**src/design/qrs_pkg.sv**
```systemverilog
// ----------------------------------------------------------------------------
// qrs_pkg: shared types and constants of the quadratic root solver
// Holds the status codes and the control word that travels along the chain.
// ----------------------------------------------------------------------------
package qrs_pkg;

    // Result status codes.
    typedef enum logic [1:0] {
        ST_OK       = 2'd0,
        ST_A_ZERO   = 2'd1,
        ST_NEG_DISC = 2'd2
    } status_t;

    // Control word handed from cell to cell alongside the payload.
    typedef struct packed {
        logic    valid;
        status_t status;
    } ctl_t;

    // Width of each root on the result channel.
    localparam int ROOT_WIDTH = 33;

    // Result beat: status, root_low and root_high, padded to whole bytes.
    localparam int OUT_DATA_W = ((2 + 2 * ROOT_WIDTH + 7) / 8) * 8;

endpackage

```
**src/design/qrs_front.sv**
```systemverilog
// ----------------------------------------------------------------------------
// qrs_front: discriminant stage
// Two register stages: the products b*b and a*c, then D = b*b - 4ac and the
// status decision.
// ----------------------------------------------------------------------------
module qrs_front #(
    parameter int W  = 16,
    parameter int DW = 33
) (
    input  logic                  aclk,
    input  logic                  aresetn,
    input  logic                  en,
    input  logic                  in_valid,
    input  logic signed [W-1:0]   a_in,
    input  logic signed [W-1:0]   b_in,
    input  logic signed [W-1:0]   c_in,
    output qrs_pkg::ctl_t         ctl_out,
    output logic signed [W-1:0]   a_out,
    output logic signed [W-1:0]   b_out,
    output logic [DW-1:0]         disc_out
);

    qrs_pkg::ctl_t         ctl1_reg, ctl1_next;
    logic signed [W-1:0]   a1_reg, b1_reg;
    logic signed [2*W-1:0] bb_reg, ac_reg;
    qrs_pkg::ctl_t         ctl2_reg, ctl2_next;
    logic signed [W-1:0]   a2_reg, b2_reg;
    logic [DW-1:0]         disc_reg;
    logic signed [2*W+1:0] disc_full;

    // Stage one status: a zero leading coefficient takes precedence.
    always_comb begin
        ctl1_next.valid  = in_valid;
        ctl1_next.status = (a_in == '0) ? qrs_pkg::ST_A_ZERO : qrs_pkg::ST_OK;
    end

    // Stage two: exact discriminant in a width that cannot overflow.
    assign disc_full = {{2{bb_reg[2*W-1]}}, bb_reg} - ({{2{ac_reg[2*W-1]}}, ac_reg} <<< 2);

    always_comb begin
        ctl2_next = ctl1_reg;
        if (ctl1_reg.status == qrs_pkg::ST_OK && disc_full[2*W+1]) begin
            ctl2_next.status = qrs_pkg::ST_NEG_DISC;
        end
    end

    // Control registers.
    always_ff @(posedge aclk) begin
        if (!aresetn) begin
            ctl1_reg <= '0;
            ctl2_reg <= '0;
        end else if (en) begin
            ctl1_reg <= ctl1_next;
            ctl2_reg <= ctl2_next;
        end
    end

    // Payload registers.
    always_ff @(posedge aclk) begin
        if (en) begin
            a1_reg   <= a_in;
            b1_reg   <= b_in;
            bb_reg   <= b_in * b_in;
            ac_reg   <= a_in * c_in;
            a2_reg   <= a1_reg;
            b2_reg   <= b1_reg;
            disc_reg <= disc_full[DW-1:0];
        end
    end

    assign ctl_out  = ctl2_reg;
    assign a_out    = a2_reg;
    assign b_out    = b2_reg;
    assign disc_out = disc_reg;

endmodule

```
**config.mk**
```make
export PLATFORM = sky130hd
export DESIGN_NAME = qrs_front
export DESIGN_NICKNAME = d
export VERILOG_FILES = /design/src/design/qrs_pkg.sv /design/src/design/qrs_front.sv
export SDC_FILE = /design/constraint.sdc
export NUM_CORES = 2
export LEC_CHECK = 0
export ABC_AREA = 1
export BUFFER_PORTS_ARGS = -buffer_cell sky130_fd_sc_hd__buf_4
export CORE_MARGIN = 3
export CORE_UTILIZATION = 50
export CTS_BUF_LIST = sky130_fd_sc_hd__clkbuf_8
export DETAILED_ROUTE_END_ITERATION = 8
export GPL_TIMING_DRIVEN = 0
export HOLD_SLACK_MARGIN = 0.02
export PLACE_DENSITY = 0.72
export SYNTH_ARGS = -nofsm -noshare
export SYNTH_HDL_FRONTEND = slang
export SYNTH_SLANG_ARGS = --single-unit
export TNS_END_PERCENT = 10
```
**constraint.sdc**
```tcl
create_clock -name aclk -period 5.29 [get_ports aclk]
set_input_delay 0 -clock aclk [delete_from_list [all_inputs] [get_ports aclk]]
set_output_delay 0 -clock aclk [all_outputs]
set_load 0.01 [all_outputs]
```
-- After elaboration in Yosys (flattened, before gate mapping)
Index checks and enable logic that the tools add are counted.
- output and inout port bits: 68
- flip-flop bits (word level): 167
- input port bits: 52
- muxes and demuxes: 2
- $mul: 2
- add/subtract/negate cells: 1
- reduce and logical (&&, ||, !) cells: 3
- operators with widths (operator ; number):
    multiplier 16 x 16 -> 32 bit ; 2
    subtractor 34 bit ; 1
    zero test 16 bit ; 1
    zero test 2 bit ; 1
    2-to-1 mux 2 bit ; 1
    logical AND 1 bit ; 1
    2-to-1 mux 1 bit ; 1

-- Logic depth before layout (Yosys ltp)
- depth after elaboration: 3
- gate-level depth with buffers: 26
- gate-level depth less buffers: 24

-- Worst setup path after synthesis
Ideal clock, no wire load.
- path kind: input port to flip-flop
- from: input port a_in[15]
- to: register ac_reg[31], data pin
- buffers on the path: 2
- slack: -0.129 ns
- arrival: 5.167 ns
- stages on the path: 21
- library setup time: 0.252 ns
- cells stage by stage: clkbuf_1 > clkbuf_1 > nand2_1 > fa_1 > inv_1 > fa_1 > inv_1 > fa_1 > fa_1 > fa_1 > fa_1 > inv_1 > ha_1 > nand2_1 > nor2_1 > nand2_1 > or2_2 > nand3_1 > inv_1 > nand2_1 > nand2_1
- word-level cells in the longest chain between the ends: 1
- ends and longest elaborated chain (what ; RTL line ; source):
    from (decl) ; qrs_front.sv:14 ; input logic signed [W-1:0] a_in,
    multiplier 16 x 16 -> 32 bit ; qrs_front.sv:64 ; ac_reg <= a_in * c_in;
    to (signal assigned) ; qrs_front.sv:64 ;
    to (decl) ; qrs_front.sv:25 ; logic signed [2*W-1:0] bb_reg, ac_reg;
No other way between the ends.
A chain may end at the register's enable or synchronous reset.

-- Worst setup path after layout
Same ends and word-level chain as after synthesis.

==> impl_metrics.toml <==
[critical_path]
reg2reg_depth = 9
critPathSlowestCell = "fa_2"
cp.arrival_ns = 5.48
crit_top_cell = "nand2_1"
cpPeakStageDelay_ns = 0.68
cp.required_ns = 5.57
crit_chain = "buf_4 > buf_4 > nand2_1 > inv_1 > fa_2 > fa_2 > buf_4 > fa_1 > inv_1 > fa_1 > fa_1 > fa_1 > inv_1 > ha_2 > nand2_1 > nor2_1 > nand2_1 > or2_2 > nand3_1 > inv_1 > nand2_1 > nand2_1"
worst_setup_path_start_kind = "input pin"
path_class = "in -> reg"
crit_fanout = 10
critPathCaptureType = "register"

[clock_network]
cts-buffers-inserted = 17
path_clk_slew_ns = 0.11
cts.sinks = 162
cts_tree = "built"
root_buffer = "clkbuf_8"
clk_latency_ns = 0.53
htree_levels = 4
clk_path_buf_depth = 2

[sta]
hold_violations = 0
worstMarginPinSlew_ns = 0.7970
rsz0062_at_grt = "yes"
finalCritPeriodShare_pct = 98.26
relSlewSlack_pct = 46.87
min_period_ns = 5.198
fin_worst_skew_ns = 0.02356
drv_slew = 0
fmax_mhz = 192.4
setup_viol = 0

[synth]
yosysWarnings = 0
async_flop_share_pct = 0
ys_types = 44
syn_area_um2 = 26800
synth-edff-count = 157
yosysSeqAreaShare_pct = 17.97
ys_seq_elements = 162
avgSynthCellArea_um2 = 8.744
postSynthCellCount = 3065
syn_nets = 3818
yosys_most_used_dff = "edfxtp_1"

[floorplanning]
die_x_um = 237.5
num_io_pins = 120
dieArea_um2 = 56410
die_y_um = 237.5
num_rows = 84
core-area_um2 = 52760
initial_core_util_pct = 50.79

[finish]
nNetsFinal = 3952
drive_gt1_share_pct = 7.846
largest_reg_flops = 32
layoutNonFillerInstCount = 3901
area_delta_synth_final_pct = 9.426

[routing]
via_count = 19820
wl_per_cell_um = 16.18
viasPerCell = 5.080
ant_nets = 0
drt_iter0_markers = 1765
drt-total-wl_mm = 63.13
drt-pass1-iter-count = 7
drc_errors = 0

[global_routing]
grt_max_degree = 84
overflow = 0
grt_pass1_vias = 20450
grt_pass1_wl_mm = 105.5
grt_usage_pct = 23.92
antenna_found_initial = 1

[min_path]
hold_path_depth = 5
hold_path.class = "in -> reg"

[placed_design]
io_buffers = 103
gp_congestion = 0.9723
dp.cells = 3857
hpwl_mm = 54.62

[outcome]
status = "completed"

[run]
drv_cap = 0
-- layout make-up --
| type | count | area (um^2) |
|---|---|---|
| Sequential cell | 162 | 4815 |
| Fill cell | 4790 | 23440 |
| Clock inverter | 15 | 158.9 |
| Tap cell | 688 | 860.8 |
| Timing Repair Buffer | 147 | 1227 |
| Buffer | 65 | 351.6 |
| Multi-Input combinational cell | 1901 | 18280 |
| Inverter | 905 | 3397 |
| Clock buffer | 17 | 234.0 |
| Antenna cell | 1 | 2.502 |
-- metrics by stage --
step	utilization (%)	cell area [um^2]	setup TNS (ns)	setup slack, ns	hold slack [ns]
after floorplan	-	26800	-0.03239	-0.03239	0.09346
after global placement	53.90	28440	-35.85	-1.282	0.1867
after detailed placement	53.96	28470	-36.49	-1.257	0.1878
after CTS	55.42	29240	-0.02841	-0.02841	0.03316
after global routing	55.58	29330	-0.1281	-0.06789	0.1039
final	55.58	29330	0	0.09204	0.08645
-- worst max-delay path, delay by kind of cell --
| kind | cells | cell delay [ns] |
|---|---|---|
| and+or+nand+nor | 8 | 1.01 |
| buffers and inverters | 7 | 0.80 |
| adders and majority gates | 7 | 3.64 |
-- cell usage in the layout, fill, tap and decap left out, types with 40 or more instances in the layout --
| cell | Yosys | routed |
|---|---|---|
| edfxtp_1 | 157 | 157 |
| dlygate4sd3_1 | 0 | 40 |
| buf_4 | 2 | 110 |
| nand3_1 | 57 | 57 |
| a21oi_1 | 116 | 113 |
| xor2_1 | 62 | 62 |
| inv_1 | 903 | 903 |
| nand2_1 | 599 | 598 |
| fa_1 | 497 | 492 |
| o21ai_0 | 46 | 45 |
| ha_1 | 204 | 202 |
| nor2_1 | 133 | 132 |
-- cell usage after synthesis, types with 3 or more instances --
library cell	instances	share of area, %
o21a_1	4	0.11
nor4_1	9	0.21
o21bai_1	15	0.42
nor2_2	8	0.19
or2_1	4	0.093
inv_1	903	13
xnor2_1	34	1.1
a21o_1	13	0.36
o21ai_1	11	0.21
o21ai_0	46	0.86
clkbuf_1	94	1.3
nor3_1	17	0.32
nor2_1	133	1.9
o211ai_1	4	0.11
a21oi_1	116	2.2
a21boi_0	4	0.11
fa_1	497	37
nand3_1	57	1.1
nand3_2	3	0.11
a31oi_1	4	0.093
o21ai_2	7	0.23
edfxtp_1	157	18
nand4_1	22	0.51
dfxtp_1	5	0.37
nand2_1	599	8.4
or2_2	7	0.16
ha_1	204	9.5
nand2_2	6	0.14
xor2_1	62	2.0
nand3b_1	4	0.11
-- path summary, 6_finish.rpt --
kind	startpoint	to	slack, ns
max	a_in[15]	ac_reg[31]	0.09
min	a_in[2]	ac_reg[2]	0.09
max reg2reg	bb_reg[8]	disc_out[25]	2.96
min reg2reg	b1_reg[1]	b_out[1]	0.43
-- cells by family after synthesis --
kind of cell | synth area share [%]
and+or+nand+nor | 13.25
AOI/OAI and AO/OA | 4.921
buffers and inverters | 14.06
adders and majority gates | 46.65
DFF | 17.97
other | 0.01399
xor gates and xnor gates | 3.137
-- metal layers --
metal	GRT usage (%)	routed length, um
met1	34.64	27220
met2	37.35	29010
met3	4.977	5848
met4	5.715	1055
met5	0	0
-- what timing repair did --
action / in CTS / in global routing
hold buffers: 39 / 1
pin swaps: 0 / 4
endpoints found under the hold margin: 45 / 1
gates resized for setup: 50 / 74
endpoints found under the setup margin: 38 / 31
gates cloned: 0 / 0
setup buffers: 0 / 3
Power is not shown: default switching activity piles up to over one toggle a cycle in this logic, so the estimate is an artifact.
