## src/design/qrs_pkg.sv

```systemverilog
// ----------------------------------------------------------------------------
// qrs_pkg: shared types and constants of the quadratic root solver
// Holds the status codes and the control word that travels along the chain.
// ----------------------------------------------------------------------------
package qrs_pkg;

    // Result status codes.
    typedef enum logic [1:0] {
        ST_OK       = 2'd0,
        ST_A_ZERO   = 2'd1,
        ST_NEG_DISC = 2'd2
    } status_t;

    // Control word handed from cell to cell alongside the payload.
    typedef struct packed {
        logic    valid;
        status_t status;
    } ctl_t;

    // Width of each root on the result channel.
    localparam int ROOT_WIDTH = 33;

    // Result beat: status, root_low and root_high, padded to whole bytes.
    localparam int OUT_DATA_W = ((2 + 2 * ROOT_WIDTH + 7) / 8) * 8;

endpackage

```

## src/design/qrs_sqrt_cell.sv

```systemverilog
// ----------------------------------------------------------------------------
// qrs_sqrt_cell: one digit of the square root chain
// Brings down the next bit pair of the radicand and settles one root bit.
// ----------------------------------------------------------------------------
module qrs_sqrt_cell #(
    parameter int W     = 16,
    parameter int SW    = 33,
    parameter int RAD_W = 66
) (
    input  logic                aclk,
    input  logic                aresetn,
    input  logic                en,
    input  qrs_pkg::ctl_t       ctl_in,
    input  logic [RAD_W-1:0]    rad_in,
    input  logic [SW:0]         rem_in,
    input  logic [SW-1:0]       root_in,
    input  logic signed [W-1:0] a_in,
    input  logic signed [W-1:0] b_in,
    output qrs_pkg::ctl_t       ctl_out,
    output logic [RAD_W-1:0]    rad_out,
    output logic [SW:0]         rem_out,
    output logic [SW-1:0]       root_out,
    output logic signed [W-1:0] a_out,
    output logic signed [W-1:0] b_out
);

    qrs_pkg::ctl_t       ctl_reg;
    logic [RAD_W-1:0]    rad_reg;
    logic [SW:0]         rem_reg;
    logic [SW-1:0]       root_reg;
    logic signed [W-1:0] a_reg, b_reg;
    logic [SW+2:0]       rem_wide;
    logic [SW+2:0]       trial;
    logic                fits;
    logic [SW+2:0]       rem_diff;

    // Trial subtraction of (root << 2) | 1 from the extended remainder.
    assign rem_wide = {rem_in, rad_in[RAD_W-1 -: 2]};
    assign trial    = {1'b0, root_in, 2'b01};
    assign fits     = (rem_wide >= trial);
    assign rem_diff = fits ? (rem_wide - trial) : rem_wide;

    always_ff @(posedge aclk) begin
        if (!aresetn) begin
            ctl_reg <= '0;
        end else if (en) begin
            ctl_reg <= ctl_in;
        end
    end

    always_ff @(posedge aclk) begin
        if (en) begin
            rad_reg  <= {rad_in[RAD_W-3:0], 2'b00};
            rem_reg  <= rem_diff[SW:0];
            root_reg <= {root_in[SW-2:0], fits};
            a_reg    <= a_in;
            b_reg    <= b_in;
        end
    end

    assign ctl_out  = ctl_reg;
    assign rad_out  = rad_reg;
    assign rem_out  = rem_reg;
    assign root_out = root_reg;
    assign a_out    = a_reg;
    assign b_out    = b_reg;

endmodule

```

## config.mk

```make
export PLATFORM = sky130hd
export DESIGN_NAME = qrs_sqrt_cell
export DESIGN_NICKNAME = d
export VERILOG_FILES = /design/src/design/qrs_pkg.sv /design/src/design/qrs_sqrt_cell.sv
export SDC_FILE = /design/constraint.sdc
export NUM_CORES = 1
export LEC_CHECK = 0
export BUFFER_PORTS_ARGS = -buffer_cell sky130_fd_sc_hd__buf_2
export CORE_AREA = 4 4 130 132
export CTS_CLUSTER_SIZE = 25
export DETAILED_ROUTE_END_ITERATION = 8
export DIE_AREA = 0 0 134 136
export HOLD_SLACK_MARGIN = 0.08
export PLACE_DENSITY = 0.79
export SLEW_MARGIN = 20
export SYNTH_ARGS = -nofsm -noshare
export SYNTH_HDL_FRONTEND = slang
export SYNTH_SLANG_ARGS = --single-unit
```

## constraint.sdc

```tcl
create_clock -name aclk -period 3.4 [get_ports aclk]
set_input_delay 0.17 -clock aclk [delete_from_list [all_inputs] [get_ports aclk]]
set_output_delay 0.17 -clock aclk [all_outputs]
set_load 0.05 [all_outputs]
```

## Yosys cells after proc, flatten, opt, wreduce, memory -nomap -nowiden

Cells that the tools add are included.

- Register bits: 166
- Bits of input ports: 171
- Logic and storage cells: 10

- $add $sub $neg: 1
- Order comparisons: 1
- Mux-type cells: 1

Operators by type and width:

| cell | number |
|---|---|
| $ge 36x35->1 | 1 |
| $mux 34 | 1 |
| $sub 34x34->34 | 1 |

## Depth between registers and ports, before layout

- Word-level depth: 2
- Depth in mapped cells: 13
- Depth with buffers taken out: 10

## Worst setup path before layout

No wires, ideal clock.

- Path kind: input to register
- Start: in root_in[19]
- End: reg rem_reg[22] (netlist: rem_out[22]), data pin
- Library setup time: 0.260 ns
- Data arrival time: 2.049 ns
- Data required time: 3.140 ns
- Path slack: 1.091 ns
- Stages: 12
- Cell sequence: inv_1 -> ha_1 -> buf_6 -> and2_1 -> o21ai_1 -> o21ai_2 -> o41ai_2 -> a21oi_1 -> o21ai_2 -> buf_6 -> inv_2 -> mux2_4

- Cells in the longest elaborated chain, start to end: 2
- Elaborated cells on any way between the ends: 3
- Classes of those cells: add/sub (1); order compare (1); mux (1)

Ends and longest elaborated chain:

| item | line | RTL |
|---|---|---|
| from (decl) | qrs_sqrt_cell.sv:16 | `input logic [SW-1:0] root_in,` |
| $ge 36x35->1 | qrs_sqrt_cell.sv:40 | `assign fits = (rem_wide >= trial);` |
| via fits | qrs_sqrt_cell.sv:34 | `logic fits;` |
| $mux 34 | qrs_sqrt_cell.sv:41 | `assign rem_diff = fits ? (rem_wide - trial) : rem_wide;` |
| via rem_diff[22] | qrs_sqrt_cell.sv:35 | `logic [SW+2:0] rem_diff;` |
| to (signal assigned) | qrs_sqrt_cell.sv:54 | `rem_reg <= rem_diff[SW:0];` |
| to (decl) | qrs_sqrt_cell.sv:29 | `logic [SW:0] rem_reg;` |

The timed path passes the listed nets, and every way through them passes these cells.
A chain may end at the register's enable or synchronous reset.

## Worst setup path after layout

- Start: in rem_in[11]
- End: reg rem_reg[30] (netlist: rem_out[30]), data pin

- Cells in the longest elaborated chain, start to end: 2
- Elaborated cells on any way between the ends: 3
- Classes of those cells: add/sub (1); order compare (1); mux (1)

Ends and longest elaborated chain:

| item | line | RTL |
|---|---|---|
| from (decl) | qrs_sqrt_cell.sv:15 | `input logic [SW:0] rem_in,` |
| $sub 34x34->34 / $ge 36x35->1 (equally long branches) | qrs_sqrt_cell.sv:41, qrs_sqrt_cell.sv:40 |  |
| $mux 34 (*) | qrs_sqrt_cell.sv:41 |  |
| via rem_diff[30] | qrs_sqrt_cell.sv:35 |  |

The timed path passes the listed nets; every way through them passes the cells marked *.

==> flow_summary.json <==
{
  "hold_depth": 3,
  "crit_slowest_cell": "dlygate4sd3_1",
  "switching_share_pct": 34.50,
  "p_seq_share_pct": 40.4,
  "clock_latency_ns": 0.42,
  "antenna_found_initial": 1,
  "overflow": 0,
  "rsz0062_at_grt": "no",
  "r2r_slack_ns": 2.23,
  "cts_tree": "built",
  "switchingPower_mw": 2.180,
  "worstHoldStart": "rem_in[25]",
  "crit_chain": "dlygate4sd3_1 > buf_2 > ha_1 > and4_1 > nand3_1 > o32ai_1 > a21oi_2 > a21oi_1 > o21ai_4 > buf_12 > a31oi_1 > a21o_1",
  "core_area_mm2": 0.01571,
  "setup_viol": 0,
  "cellPowerDensity_mw_per_mm2": 542.9,
  "grt_usage_pct": 28.16,
  "cts_buffer_depth": 2,
  "whs_endpoint": "rem_out[27]$_DFFE_PP_",
  "period_minus_slack_ns": 3.132,
  "max_slew_margin_pct": 59.70,
  "yosysWarnings": 0,
  "outcome": "finished clean",
  "maxSlewViolCount": 0,
  "ys_seq_area_share_pct": 66.31,
  "io_pins": 339,
  "place_congestion": 0.8543,
  "drive_gt1_share_pct": 36.39,
  "postRouteWirelength_um": 25990,
  "drtIter0Drc": 613,
  "critPathRequiredTime_ns": 3.58,
  "power_frac_comb_pct": 28.4,
  "hold_viol_final": 0,
  "syn_to_final_growth_pct": 55.73,
  "synth.avg_cell_area_um2": 13.64,
  "dr.pass1.iters": 5,
  "viasPerCell": 5.235,
  "power.total_mw": 6.318,
  "arrival_ns": 3.32,
  "synthesis.area_mm2": 0.007472,
  "p_clk_share_pct": 31.2,
  "num_vias": 6732,
  "h-tree-depth": 4,
  "leakagePower_nw": 5.149,
  "wl_per_cell_um": 20.21,
  "r2r_end": "ctl_out[2]$_SDFFE_PN0P_",
  "crit_type": "primary input to flop",
  "synth_largest_area_cell": "edfxtp_1",
  "synth_common_cells": "edfxtp_1, inv_1, o21ai_0",
  "max_slew.worst_pin.slew_ns": 0.6022,
  "path_max_fanout": 43,
  "drc_errors": 0,
  "synth_ff_type": "edfxtp_1",
  "synth.most_common_cell": "edfxtp_1",
  "synth_async_sr_flop_share_pct": 0,
  "cap_violations": 0,
  "hp-class": "primary input to flop",
  "ys_types": 59,
  "floorplan.rows": 46,
  "dp_slack_ns": 0.3401,
  "grt_max_degree": 88,
  "clock-root-buffer": "clkbuf_16",
  "fin_crit_sh_pct": 92.12,
  "grt_pass1_wl_um": 39180,
  "ir_worst_vdd_mv": 0.3533,
  "end_kind": "flop",
  "synthCells": 548,
  "critPathTopFamily": "compound AO/OA/AOI/OAI gates",
  "cts_setup_buffers": 0,
  "clk_pin_slew_ns": 0.07,
  "cts_sinks": 166,
  "dp_hpwl_um": 16100,
  "start_kind": "primary input",
  "cp_num_cells": 12,
  "synth_top_cell_area_share_pct": 65.51,
  "grt_pass1_vias": 6921,
  "ant_nets": 0,
  "synth_edf_count": 163,
  "setup_ws_ns": 0.2680,
  "die_x_um": 134,
  "critPathMaxStageDelay_ns": 0.56,
  "die_h_um": 136,
  "rr_worst_depth": 3,
  "r2r-start": "ctl_out[2]$_SDFFE_PN0P_",
  "p_int_mw": 4.138,
  "cts_buffers": 17,
  "final.fill_count": 995,
  "start_util_pct": 47.56,
  "max_freq_ghz": 0.3193,
  "nNetsFinal": 1262,
  "worst_clock_skew_ns": 0,
  "setup_tns_ns": 0,
  "ys_ff_latch": 166,
  "port_buffers": 336,
  "critPathBufInv": 3,
  "yosys-top-cells-area": "edfxtp_1, ha_1, o21ai_0",
  "dieArea_mm2": 0.01822
}
## registers in the layout, summed over array words and instances, names as in the netlist
register	flops
a_out	16
b_out	16
ctl_out	3
rad_out	64
rem_out	34
root_out	33
## per-stage QoR
stage          cells  instance area [µm²]  hold WS [ns]  util, %
2_1_floorplan    549                 7476        0.2689        -
3_3_place_gp    1089                 9389        0.3467    59.75
3_5_place_dp    1089                 9389        0.3481    59.75
4_1_cts         1285                11630       0.08051    74.04
5_1_grt         1286                11640        0.1002    74.06
6_report        1286                11640       0.09320    74.06
## per-layer routing
layer | vias to the layer above | GRT usage [%] | share of wire [%]
li1 | 3071 | - | -
met1 | 3226 | 32.30 | 36
met2 | 365 | 49.30 | 51
met3 | 70 | 7.402 | 8.1
met4 | 0 | 13.31 | 4.7
met5 | - | 0 | 0
## power groups by stage
stage	Combinational, mW	Clock [mW]	Sequential (mW)
global placement	1.59	0	2.58
floorplan	0.442	0	3.30
finish	1.79	1.97	2.55
global route	1.89	2.09	2.57
detailed placement	1.61	0	2.58
CTS	1.77	1.99	2.54
## logic make-up after synthesis
group	count (synthesis)	share of synthesized area, %
and+or+nand+nor	108	7.117
other	1	0.05019
adders and majority gates	35	5.861
muxes	4	0.6028
DFF	166	66.31
AOI/OAI and AO/OA	141	12.88
xor gates and xnor gates	28	3.282
buffers and inverters	65	3.901
## layout by cell type, fill, tap and decap left out, types with 4 or more instances in the layout
cell           instances
o211ai_1               8
a21oi_1               22
xnor2_1               19
ha_1                  35
a211oi_1               7
o21a_1                 7
and3_1                 5
and2_1                 4
nor3_1                12
inv_1                 48
o21ai_0               43
buf_2                335
o21bai_1               4
a21o_1                15
nand2b_1               4
xor2_1                 9
nand2_1               42
nor2b_1                4
o21ai_1                4
nand4_1                8
dlygate4sd3_1        164
nand3_1                8
edfxtp_1             163
nor2_1                13
clkbuf_16             17
clkinv_4               4
## timing repair
item / CTS / global route
hold endpoints to repair: 163 / 0
endpoints found under the setup margin: 0 / 1
hold buffers: 164 / 0
gates resized for setup: 0 / 0
## final cells by class
type                       count  area (µm²)  share of cell area [%]
sequential                   166        4955                   42.58
clock buffer                  18       429.2                   3.688
antenna                        1       2.502                 0.02151
multi-input combinational    318        2237                   19.23
inverter                      49       183.9                   1.581
timing repair buffer         504        3385                   29.09
tap                          216       270.3                   2.323
clock inverter                14       173.9                   1.495
## worst register-to-register path: stages (launching register included)
cell and delay [ns]:
dfxtp_1 0.31, mux2i_1 0.13, nor2b_1 0.06, dlygate4sd3_1 0.55
## how the worst max path moves through the flow
stage	slack, ns	endpoint	from
2_1_floorplan	1.09	rem_out[22]$_DFFE_PP_	root_in[19]
3_5_place_dp	0.34	rem_out[30]$_DFFE_PP_	root_in[11]
5_1_grt	0.02	rem_out[30]$_DFFE_PP_	root_in[15]
3_3_place_gp	0.43	rem_out[30]$_DFFE_PP_	root_in[11]
6_report	0.27	rem_out[30]$_DFFE_PP_	rem_in[11]
4_1_cts	0.25	rem_out[30]$_DFFE_PP_	root_in[11]
Power figures use the tool's default switching activity.
