<file path="config.mk">
export PLATFORM = sky130hd
export DESIGN_NAME = qrs_div_cell
export DESIGN_NICKNAME = d
export VERILOG_FILES = /design/src/design/qrs_pkg.sv /design/src/design/qrs_div_cell.sv
export SDC_FILE = /design/constraint.sdc
export NUM_CORES = 1
export LEC_CHECK = 0
export ABC_AREA = 1
export BUFFER_PORTS_ARGS = -buffer_cell sky130_fd_sc_hd__buf_2
export CORE_UTILIZATION = 28
export CTS_CLUSTER_SIZE = 28
export DETAILED_ROUTE_END_ITERATION = 8
export PLACE_DENSITY_LB_ADDON = 0.25
export RECOVER_POWER = 100
export SYNTH_ARGS = -nofsm -noshare
export SYNTH_HDL_FRONTEND = slang
export SYNTH_SLANG_ARGS = --single-unit
</file>
<file path="constraint.sdc">
create_clock -name aclk -period 3.2 [get_ports aclk]
set_input_delay 0 -clock aclk [delete_from_list [all_inputs] [get_ports aclk]]
set_output_delay 0 -clock aclk [all_outputs]
set_load 0.05 [all_outputs]
</file>
<file path="src/design/qrs_pkg.sv">
// ----------------------------------------------------------------------------
// qrs_pkg: shared types and constants of the quadratic root solver
// Holds the status codes and the control word that travels along the chain.
// ----------------------------------------------------------------------------
package qrs_pkg;

    // Result status codes.
    typedef enum logic [1:0] {
        ST_OK       = 2'd0,
        ST_A_ZERO   = 2'd1,
        ST_NEG_DISC = 2'd2
    } status_t;

    // Control word handed from cell to cell alongside the payload.
    typedef struct packed {
        logic    valid;
        status_t status;
    } ctl_t;

    // Width of each root on the result channel.
    localparam int ROOT_WIDTH = 33;

    // Result beat: status, root_low and root_high, padded to whole bytes.
    localparam int OUT_DATA_W = ((2 + 2 * ROOT_WIDTH + 7) / 8) * 8;

endpackage

</file>
<file path="src/design/qrs_div_cell.sv">
// ----------------------------------------------------------------------------
// qrs_div_cell: one quotient bit of the twin restoring dividers
// Both numerator magnitudes are divided by the same denominator; quotient
// bits shift in where the numerator bits shift out.
// ----------------------------------------------------------------------------
module qrs_div_cell #(
    parameter int MW  = 34,
    parameter int DVW = 17
) (
    input  logic             aclk,
    input  logic             aresetn,
    input  logic             en,
    input  qrs_pkg::ctl_t    ctl_in,
    input  logic [DVW-1:0]   den_in,
    input  logic             neg_lo_in,
    input  logic             neg_hi_in,
    input  logic [MW-1:0]    num_lo_in,
    input  logic [DVW-1:0]   rem_lo_in,
    input  logic [MW-1:0]    num_hi_in,
    input  logic [DVW-1:0]   rem_hi_in,
    output qrs_pkg::ctl_t    ctl_out,
    output logic [DVW-1:0]   den_out,
    output logic             neg_lo_out,
    output logic             neg_hi_out,
    output logic [MW-1:0]    num_lo_out,
    output logic [DVW-1:0]   rem_lo_out,
    output logic [MW-1:0]    num_hi_out,
    output logic [DVW-1:0]   rem_hi_out
);

    qrs_pkg::ctl_t  ctl_reg;
    logic [DVW-1:0] den_reg;
    logic           neg_lo_reg, neg_hi_reg;
    logic [MW-1:0]  num_lo_reg, num_hi_reg;
    logic [DVW-1:0] rem_lo_reg, rem_hi_reg;
    logic [DVW:0]   lo_wide, hi_wide, lo_diff, hi_diff;
    logic           lo_fits, hi_fits;

    // Restoring step for the minus-sign root.
    assign lo_wide = {rem_lo_in, num_lo_in[MW-1]};
    assign lo_fits = (lo_wide >= {1'b0, den_in});
    assign lo_diff = lo_fits ? (lo_wide - {1'b0, den_in}) : lo_wide;

    // Restoring step for the plus-sign root.
    assign hi_wide = {rem_hi_in, num_hi_in[MW-1]};
    assign hi_fits = (hi_wide >= {1'b0, den_in});
    assign hi_diff = hi_fits ? (hi_wide - {1'b0, den_in}) : hi_wide;

    always_ff @(posedge aclk) begin
        if (!aresetn) begin
            ctl_reg <= '0;
        end else if (en) begin
            ctl_reg <= ctl_in;
        end
    end

    always_ff @(posedge aclk) begin
        if (en) begin
            den_reg    <= den_in;
            neg_lo_reg <= neg_lo_in;
            neg_hi_reg <= neg_hi_in;
            num_lo_reg <= {num_lo_in[MW-2:0], lo_fits};
            rem_lo_reg <= lo_diff[DVW-1:0];
            num_hi_reg <= {num_hi_in[MW-2:0], hi_fits};
            rem_hi_reg <= hi_diff[DVW-1:0];
        end
    end

    assign ctl_out    = ctl_reg;
    assign den_out    = den_reg;
    assign neg_lo_out = neg_lo_reg;
    assign neg_hi_out = neg_hi_reg;
    assign num_lo_out = num_lo_reg;
    assign rem_lo_out = rem_lo_reg;
    assign num_hi_out = num_hi_reg;
    assign rem_hi_out = rem_hi_reg;

endmodule

</file>
# ---- Word-level counts from Yosys, hierarchy flattened
# Index checks and enable logic that the tools add are counted.
dict set report word_totals {
  reg_bits 124
  output_inout_bits 124
  wordCells 15
}
dict set report op_classes {
  addsub 2
  order_cmp 2
  mux 2
}
# cell count
set op_table {}
lappend op_table {{18-bit by 17-bit greater-or-equal comparator with 1-bit output} 2}
lappend op_table {{17-bit two-way mux} 2}
lappend op_table {{17-bit subtractor} 2}

# ---- Longest topological paths before layout
dict set report logic_depth {
  ltp_word 2
  mapped_depth 15
  mapped_depth_nobuf 14
}

# ---- Worst setup path after synthesis
# OpenSTA, ideal clock, no wires.
dict set report synth_path {
  path_kind {in2reg}
  startpoint {in num_lo_in[33]}
  endpoint {reg rem_lo_reg[5] (netlist: rem_lo_out[5]) (data pin)}
  arrival_ns 1.423
  required_ns 2.948
  slack_ns 1.525
  cell_stages 15
  path_buffers 1
  cell_sequence {inv_1 -> ha_1 -> inv_1 -> fa_1 -> nand2_1 -> nand2_1 -> nand3_2 -> nand2_2 -> nand2_1 -> nand2_2 -> nand2_4 -> nand2_4 -> buf_6 -> nand2_1 -> nand2_1}
}
dict set report synth_between {
  elab_chain_len 2
  elab_cells_between_ends 3
  cone_classes {add/sub (1); order compare (1); mux (1)}
}
# element line_no
set synth_rtl {}
lappend synth_rtl {{from (decl)} qrs_div_cell.sv:17} ;# input logic [MW-1:0] num_lo_in,
lappend synth_rtl {{18-bit by 17-bit greater-or-equal comparator with 1-bit output} qrs_div_cell.sv:41} ;# assign lo_fits = (lo_wide >= {1'b0, den_in});
lappend synth_rtl {{via lo_fits} qrs_div_cell.sv:37} ;# logic lo_fits, hi_fits;
lappend synth_rtl {{17-bit two-way mux} qrs_div_cell.sv:42} ;# assign lo_diff = lo_fits ? (lo_wide - {1'b0, den_in}) : lo_wide;
lappend synth_rtl {{via lo_diff[5]} qrs_div_cell.sv:36} ;# logic [DVW:0] lo_wide, hi_wide, lo_diff, hi_diff;
lappend synth_rtl {{to (signal assigned)} qrs_div_cell.sv:63} ;# rem_lo_reg <= lo_diff[DVW-1:0];
lappend synth_rtl {{to (decl)} qrs_div_cell.sv:35} ;# logic [DVW-1:0] rem_lo_reg, rem_hi_reg;
# The timed path passes the listed nets, and every way through them passes these cells.
# A chain may end at the register's enable or synchronous reset.

# ---- Worst setup path in the final report
dict set report layout_path {
  startpoint {in den_in[9]}
  endpoint {reg rem_hi_reg[10] (netlist: rem_hi_out[10]) (data pin)}
}
dict set report layout_between {
  elab_chain_len 2
  elab_cells_between_ends 3
  cone_classes {add/sub (1); order compare (1); mux (1)}
}
# element line_no
set layout_rtl {}
lappend layout_rtl {{from (decl)} qrs_div_cell.sv:14} ;# input logic [DVW-1:0] den_in,
lappend layout_rtl {{17-bit subtractor / 18-bit by 17-bit greater-or-equal comparator with 1-bit output (equally long branches)} {qrs_div_cell.sv:47, qrs_div_cell.sv:46}}
lappend layout_rtl {{17-bit two-way mux *} qrs_div_cell.sv:47} ;# assign hi_diff = hi_fits ? (hi_wide - {1'b0, den_in}) : hi_wide;
lappend layout_rtl {{via hi_diff[10]} qrs_div_cell.sv:36}
lappend layout_rtl {{to (signal assigned)} qrs_div_cell.sv:65} ;# rem_hi_reg <= hi_diff[DVW-1:0];
lappend layout_rtl {{to (decl)} qrs_div_cell.sv:35}
# The timed path passes the listed nets; every way through them passes the cells marked *.

==> metrics.md <==
| Metric | Value |
|---|---|
| Outcome | `complete, but fails checks` |
| Failing checks | `max-capacitance violations, max-slew violations` |
| Ys flop type | `edfxtp_1` |
| Clock net sink count | `124` |
| Gpl congestion | `around 0.84` |
| Tmin final | `2.30 ns` |
| Seq/Total Area, Yosys | `55.9%` |
| Lkg Pwr | `between 4 and 5 nW` |
| Worst hold stages | `1` |
| Slew HR | `-13.5%` |
| Avg Inst Size Synth | `9.33 um2` |
| Die area | `24200 um2` |
| Netlist cell types | `35` |
| DRT iter0 DRCs | `between 300 and 400` |
| F_max | `approximately 430 MHz` |
| Crit share post-route | `72.0%` |
| Post-DR wirelength/cell | `approximately 15 um` |
| Power Dens Cells | `between 500 and 600 nW/um2` |
| GRT Util Overall | `17.8%` |
| Inserted Diodes | `0` |
| Die X | `~160 um` |
| Critical Path End Type | `flop` |
| Top post-synthesis cells by count | `nand2_1 (250), edfxtp_1 (121), inv_1 (114)` |
| Global-route wire length before repair | `approximately 32000 um` |
| # fillers | `2299` |
| Count of warnings emitted by yosys | `0` |
| CTS tree | `done` |
| Antenna-violating nets left | `0` |
| Clk slew on worst S/H paths | `0.06 ns` |
| Core area | `22900 um2` |
| DRC viols | `0` |
| Asr flop ratio synth | `0%` |
| NumNets Final | `~1300` |
| Layout cells sized above 1 | `approximately 15%` |
| Worst-skew pair later-pin latency | `0.41 ns` |
| TritonCTS Buffers | `17` |
| Final wirelength | `~22000 um` |
| Reg2reg end | `ctl_out[0]$_SDFFE_PN0P_` |
| Tightest Pin Transition | `roughly 1.7 ns` |
| Port bufs | `250` |
| Die Y | `156 um` |
| RSZ-0062 raised after global routing | `false` |
| Post-synth EDFFs | `roughly 120` |
| Vias per inst | `4.25` |
| Drt pass-1 iters | `5` |
| Initial antenna violation count | `0` |
| Final hold vios | `0` |
| Cell with the most instances after synthesis | `nand2_1` |
| Top cell type's share of synthesized area | `about 55%` |
| # rows | `55` |
| Critical Path AT | `approximately 2.5 ns` |
| Setup TNS | `0 ns` |
| Pins over their slew limit | `57` |
| Placed cell area | `8230 um2` |
| Setup CP Type | `in -> reg` |
| Largest area contributor in the netlist | `edfxtp_1` |
| Final Setup Violations | `0` |
| End of the worst hold path | `num_lo_out[33]$_DFFE_PP_` |
| WHS | `0.143 ns` |
| Startpoint types | `input port` |
| Io pins | `251` |
| R2R depth | `3` |
| Post-DP HPWL | `between 15000 and 20000 um` |
| Area growth syn-to-layout | `50.2%` |
| Flop2flop setup slack | `roughly 2.0 ns` |
| Vias in the first global route | `around 5800` |
| Clock tree buffer depth | `2` |
| Pin count of the biggest net entering global routing | `a little over 60` |
| H-tree Lvls | `4` |
| Register bit total from synthesis | `124` |
| Worst EP required | `approximately 3.4 ns` |
| Worst VDD drop | `roughly 310 uV` |
| MaxCap Viol Count | `2` |
| Clk_skew | `0 ns` |
| Initial core utilization | `between 20% and 30%` |
| Post-layout instance area | `slightly below 10000 um2` |
| Power Total | `around 0.0057 W` |
| CTS Root Cell | `clkbuf_16` |
| Hold WC Path Type | `in -> reg` |
| Reg2Reg Launch Point | `ctl_out[0]$_SDFFE_PN0P_` |
| Mapped Cells | `just over 700` |
| Min-delay src | `en` |
| Post-Syn Nets | `871` |
| GR Overflow Total | `0` |
| Post-synthesis cell area | `between 6000 and 7000 um2` |
| Top post-synthesis cells by area | `edfxtp_1 (55%), nand2_1 (14%), inv_1 (6.5%)` |
| Vias | `approximately 6100` |
| CP max FO | `18` |
worst max-delay path, cell delays in order:
cell and delay (ns):
dlygate4sd3_1 0.53, clkbuf_1 0.16, inv_1 0.11, ha_1 0.38
nand2_1 0.09, nand2_1 0.10, inv_1 0.07, nand2_1 0.07
inv_1 0.07, nand3_1 0.11, nand2_2 0.35, nand2_4 0.23
nand2_1 0.14, nand2_1 0.05
how the worst max path moves through the flow:
stage	from	endpoint	depth (start not counted)	slack, ns
after floorplan	num_lo_in[33]	rem_lo_out[5]$_DFFE_PP_	15	1.52
after global placement	num_hi_in[33]	rem_hi_out[9]$_DFFE_PP_	11	1.05
after detailed placement	num_hi_in[33]	rem_hi_out[9]$_DFFE_PP_	11	1.04
after CTS	num_hi_in[33]	rem_hi_out[9]$_DFFE_PP_	12	0.94
after global routing	den_in[0]	rem_lo_out[11]$_DFFE_PP_	15	0.67
final	den_in[9]	rem_hi_out[10]$_DFFE_PP_	14	0.90
stage by stage:
step / utilization (%) / setup slack, ns / cells
2_1_floorplan: - / 1.52 / 708
3_3_place_gp: 35.9 / 1.05 / 1270
3_5_place_dp: 35.9 / 1.04 / 1270
4_1_cts: 44.3 / 0.937 / 1427
5_1_grt: 43.3 / 0.665 / 1427
6_report: 43.3 / 0.897 / 1427
area by class of cell:
type / instances / area (um2) / share of cell area, %
clock buffers: 18 / 429 / 4.33
flip-flops and latches: 124 / 3690 / 37.2
clock inverters: 14 / 233 / 2.35
well taps: 313 / 392 / 3.95
repair buffers: 380 / 2350 / 23.7
inverters: 120 / 450 / 4.54
multi-input cells: 458 / 2370 / 23.9
flip-flops by register name, summed over array words and instances, names as in the netlist:
| signal | count |
|---|---|
| den_out | 17 |
| neg_hi_out | 1 |
| num_hi_out | 34 |
| num_lo_out | 34 |
| rem_lo_out | 17 |
| ctl_out | 3 |
| rem_hi_out | 17 |
| neg_lo_out | 1 |
cell families (layout without fill, tap and decap cells):
logic type	after synthesis	after routing	share of synthesized area [%]
simple gates	384	384	25.5
buf+inv	126	532	7.71
flops	124	124	55.9
fa+ha+maj	36	36	7.05
compound gates	24	24	1.97
xor+xnor	14	14	1.86
cells in the final DEF (no fill, tap or decap), types with 2 or more instances in the layout:
cell type / instances
o21ai_0: 3
inv_1: 115
nand2_2: 10
clkinv_4: 2
dfxtp_1: 3
nor3_1: 4
a21oi_2: 2
buf_2: 106
nand2_4: 3
nor2_1: 27
inv_2: 4
nand2_1: 259
buf_4: 3
xor2_1: 12
clkbuf_16: 17
xnor2_1: 2
ha_1: 34
and3_1: 2
a21oi_1: 17
nor2_2: 6
bufinv_16: 5
nand4_1: 5
fa_1: 2
inv_8: 2
inv_6: 4
edfxtp_1: 121
nand3_1: 61
dlygate4sd3_1: 125
clkbuf_1: 147
routing by layer:
metal	wire (um)	GRT usage, %	part of all wire (%)	vias up
met4	285	5.93	1.3	0
li1	-	-	-	3082
met3	1340	3.97	6.2	13
met5	0	0	0	-
met1	9400	21.4	44	2743
met2	10500	31.2	49	227
where the power goes:
| group | total (W) | internal (W) | switching (W) |
|---|---|---|---|
| logic | 0.00148 | 0.000400 | 0.00108 |
| registers | 0.00203 | 0.00198 | 0.0000533 |
| clock network | 0.00220 | 0.00141 | 0.000794 |
| total | 0.00571 | 0.00378 | 0.00192 |
what timing repair did:
item / in CTS / in global routing
hold endpoints to repair: 122 / 0
hold buffers: 125 / 0
setup buffers: 0 / 0
resized for setup: 0 / 0
(Power assumes the default switching activity.)
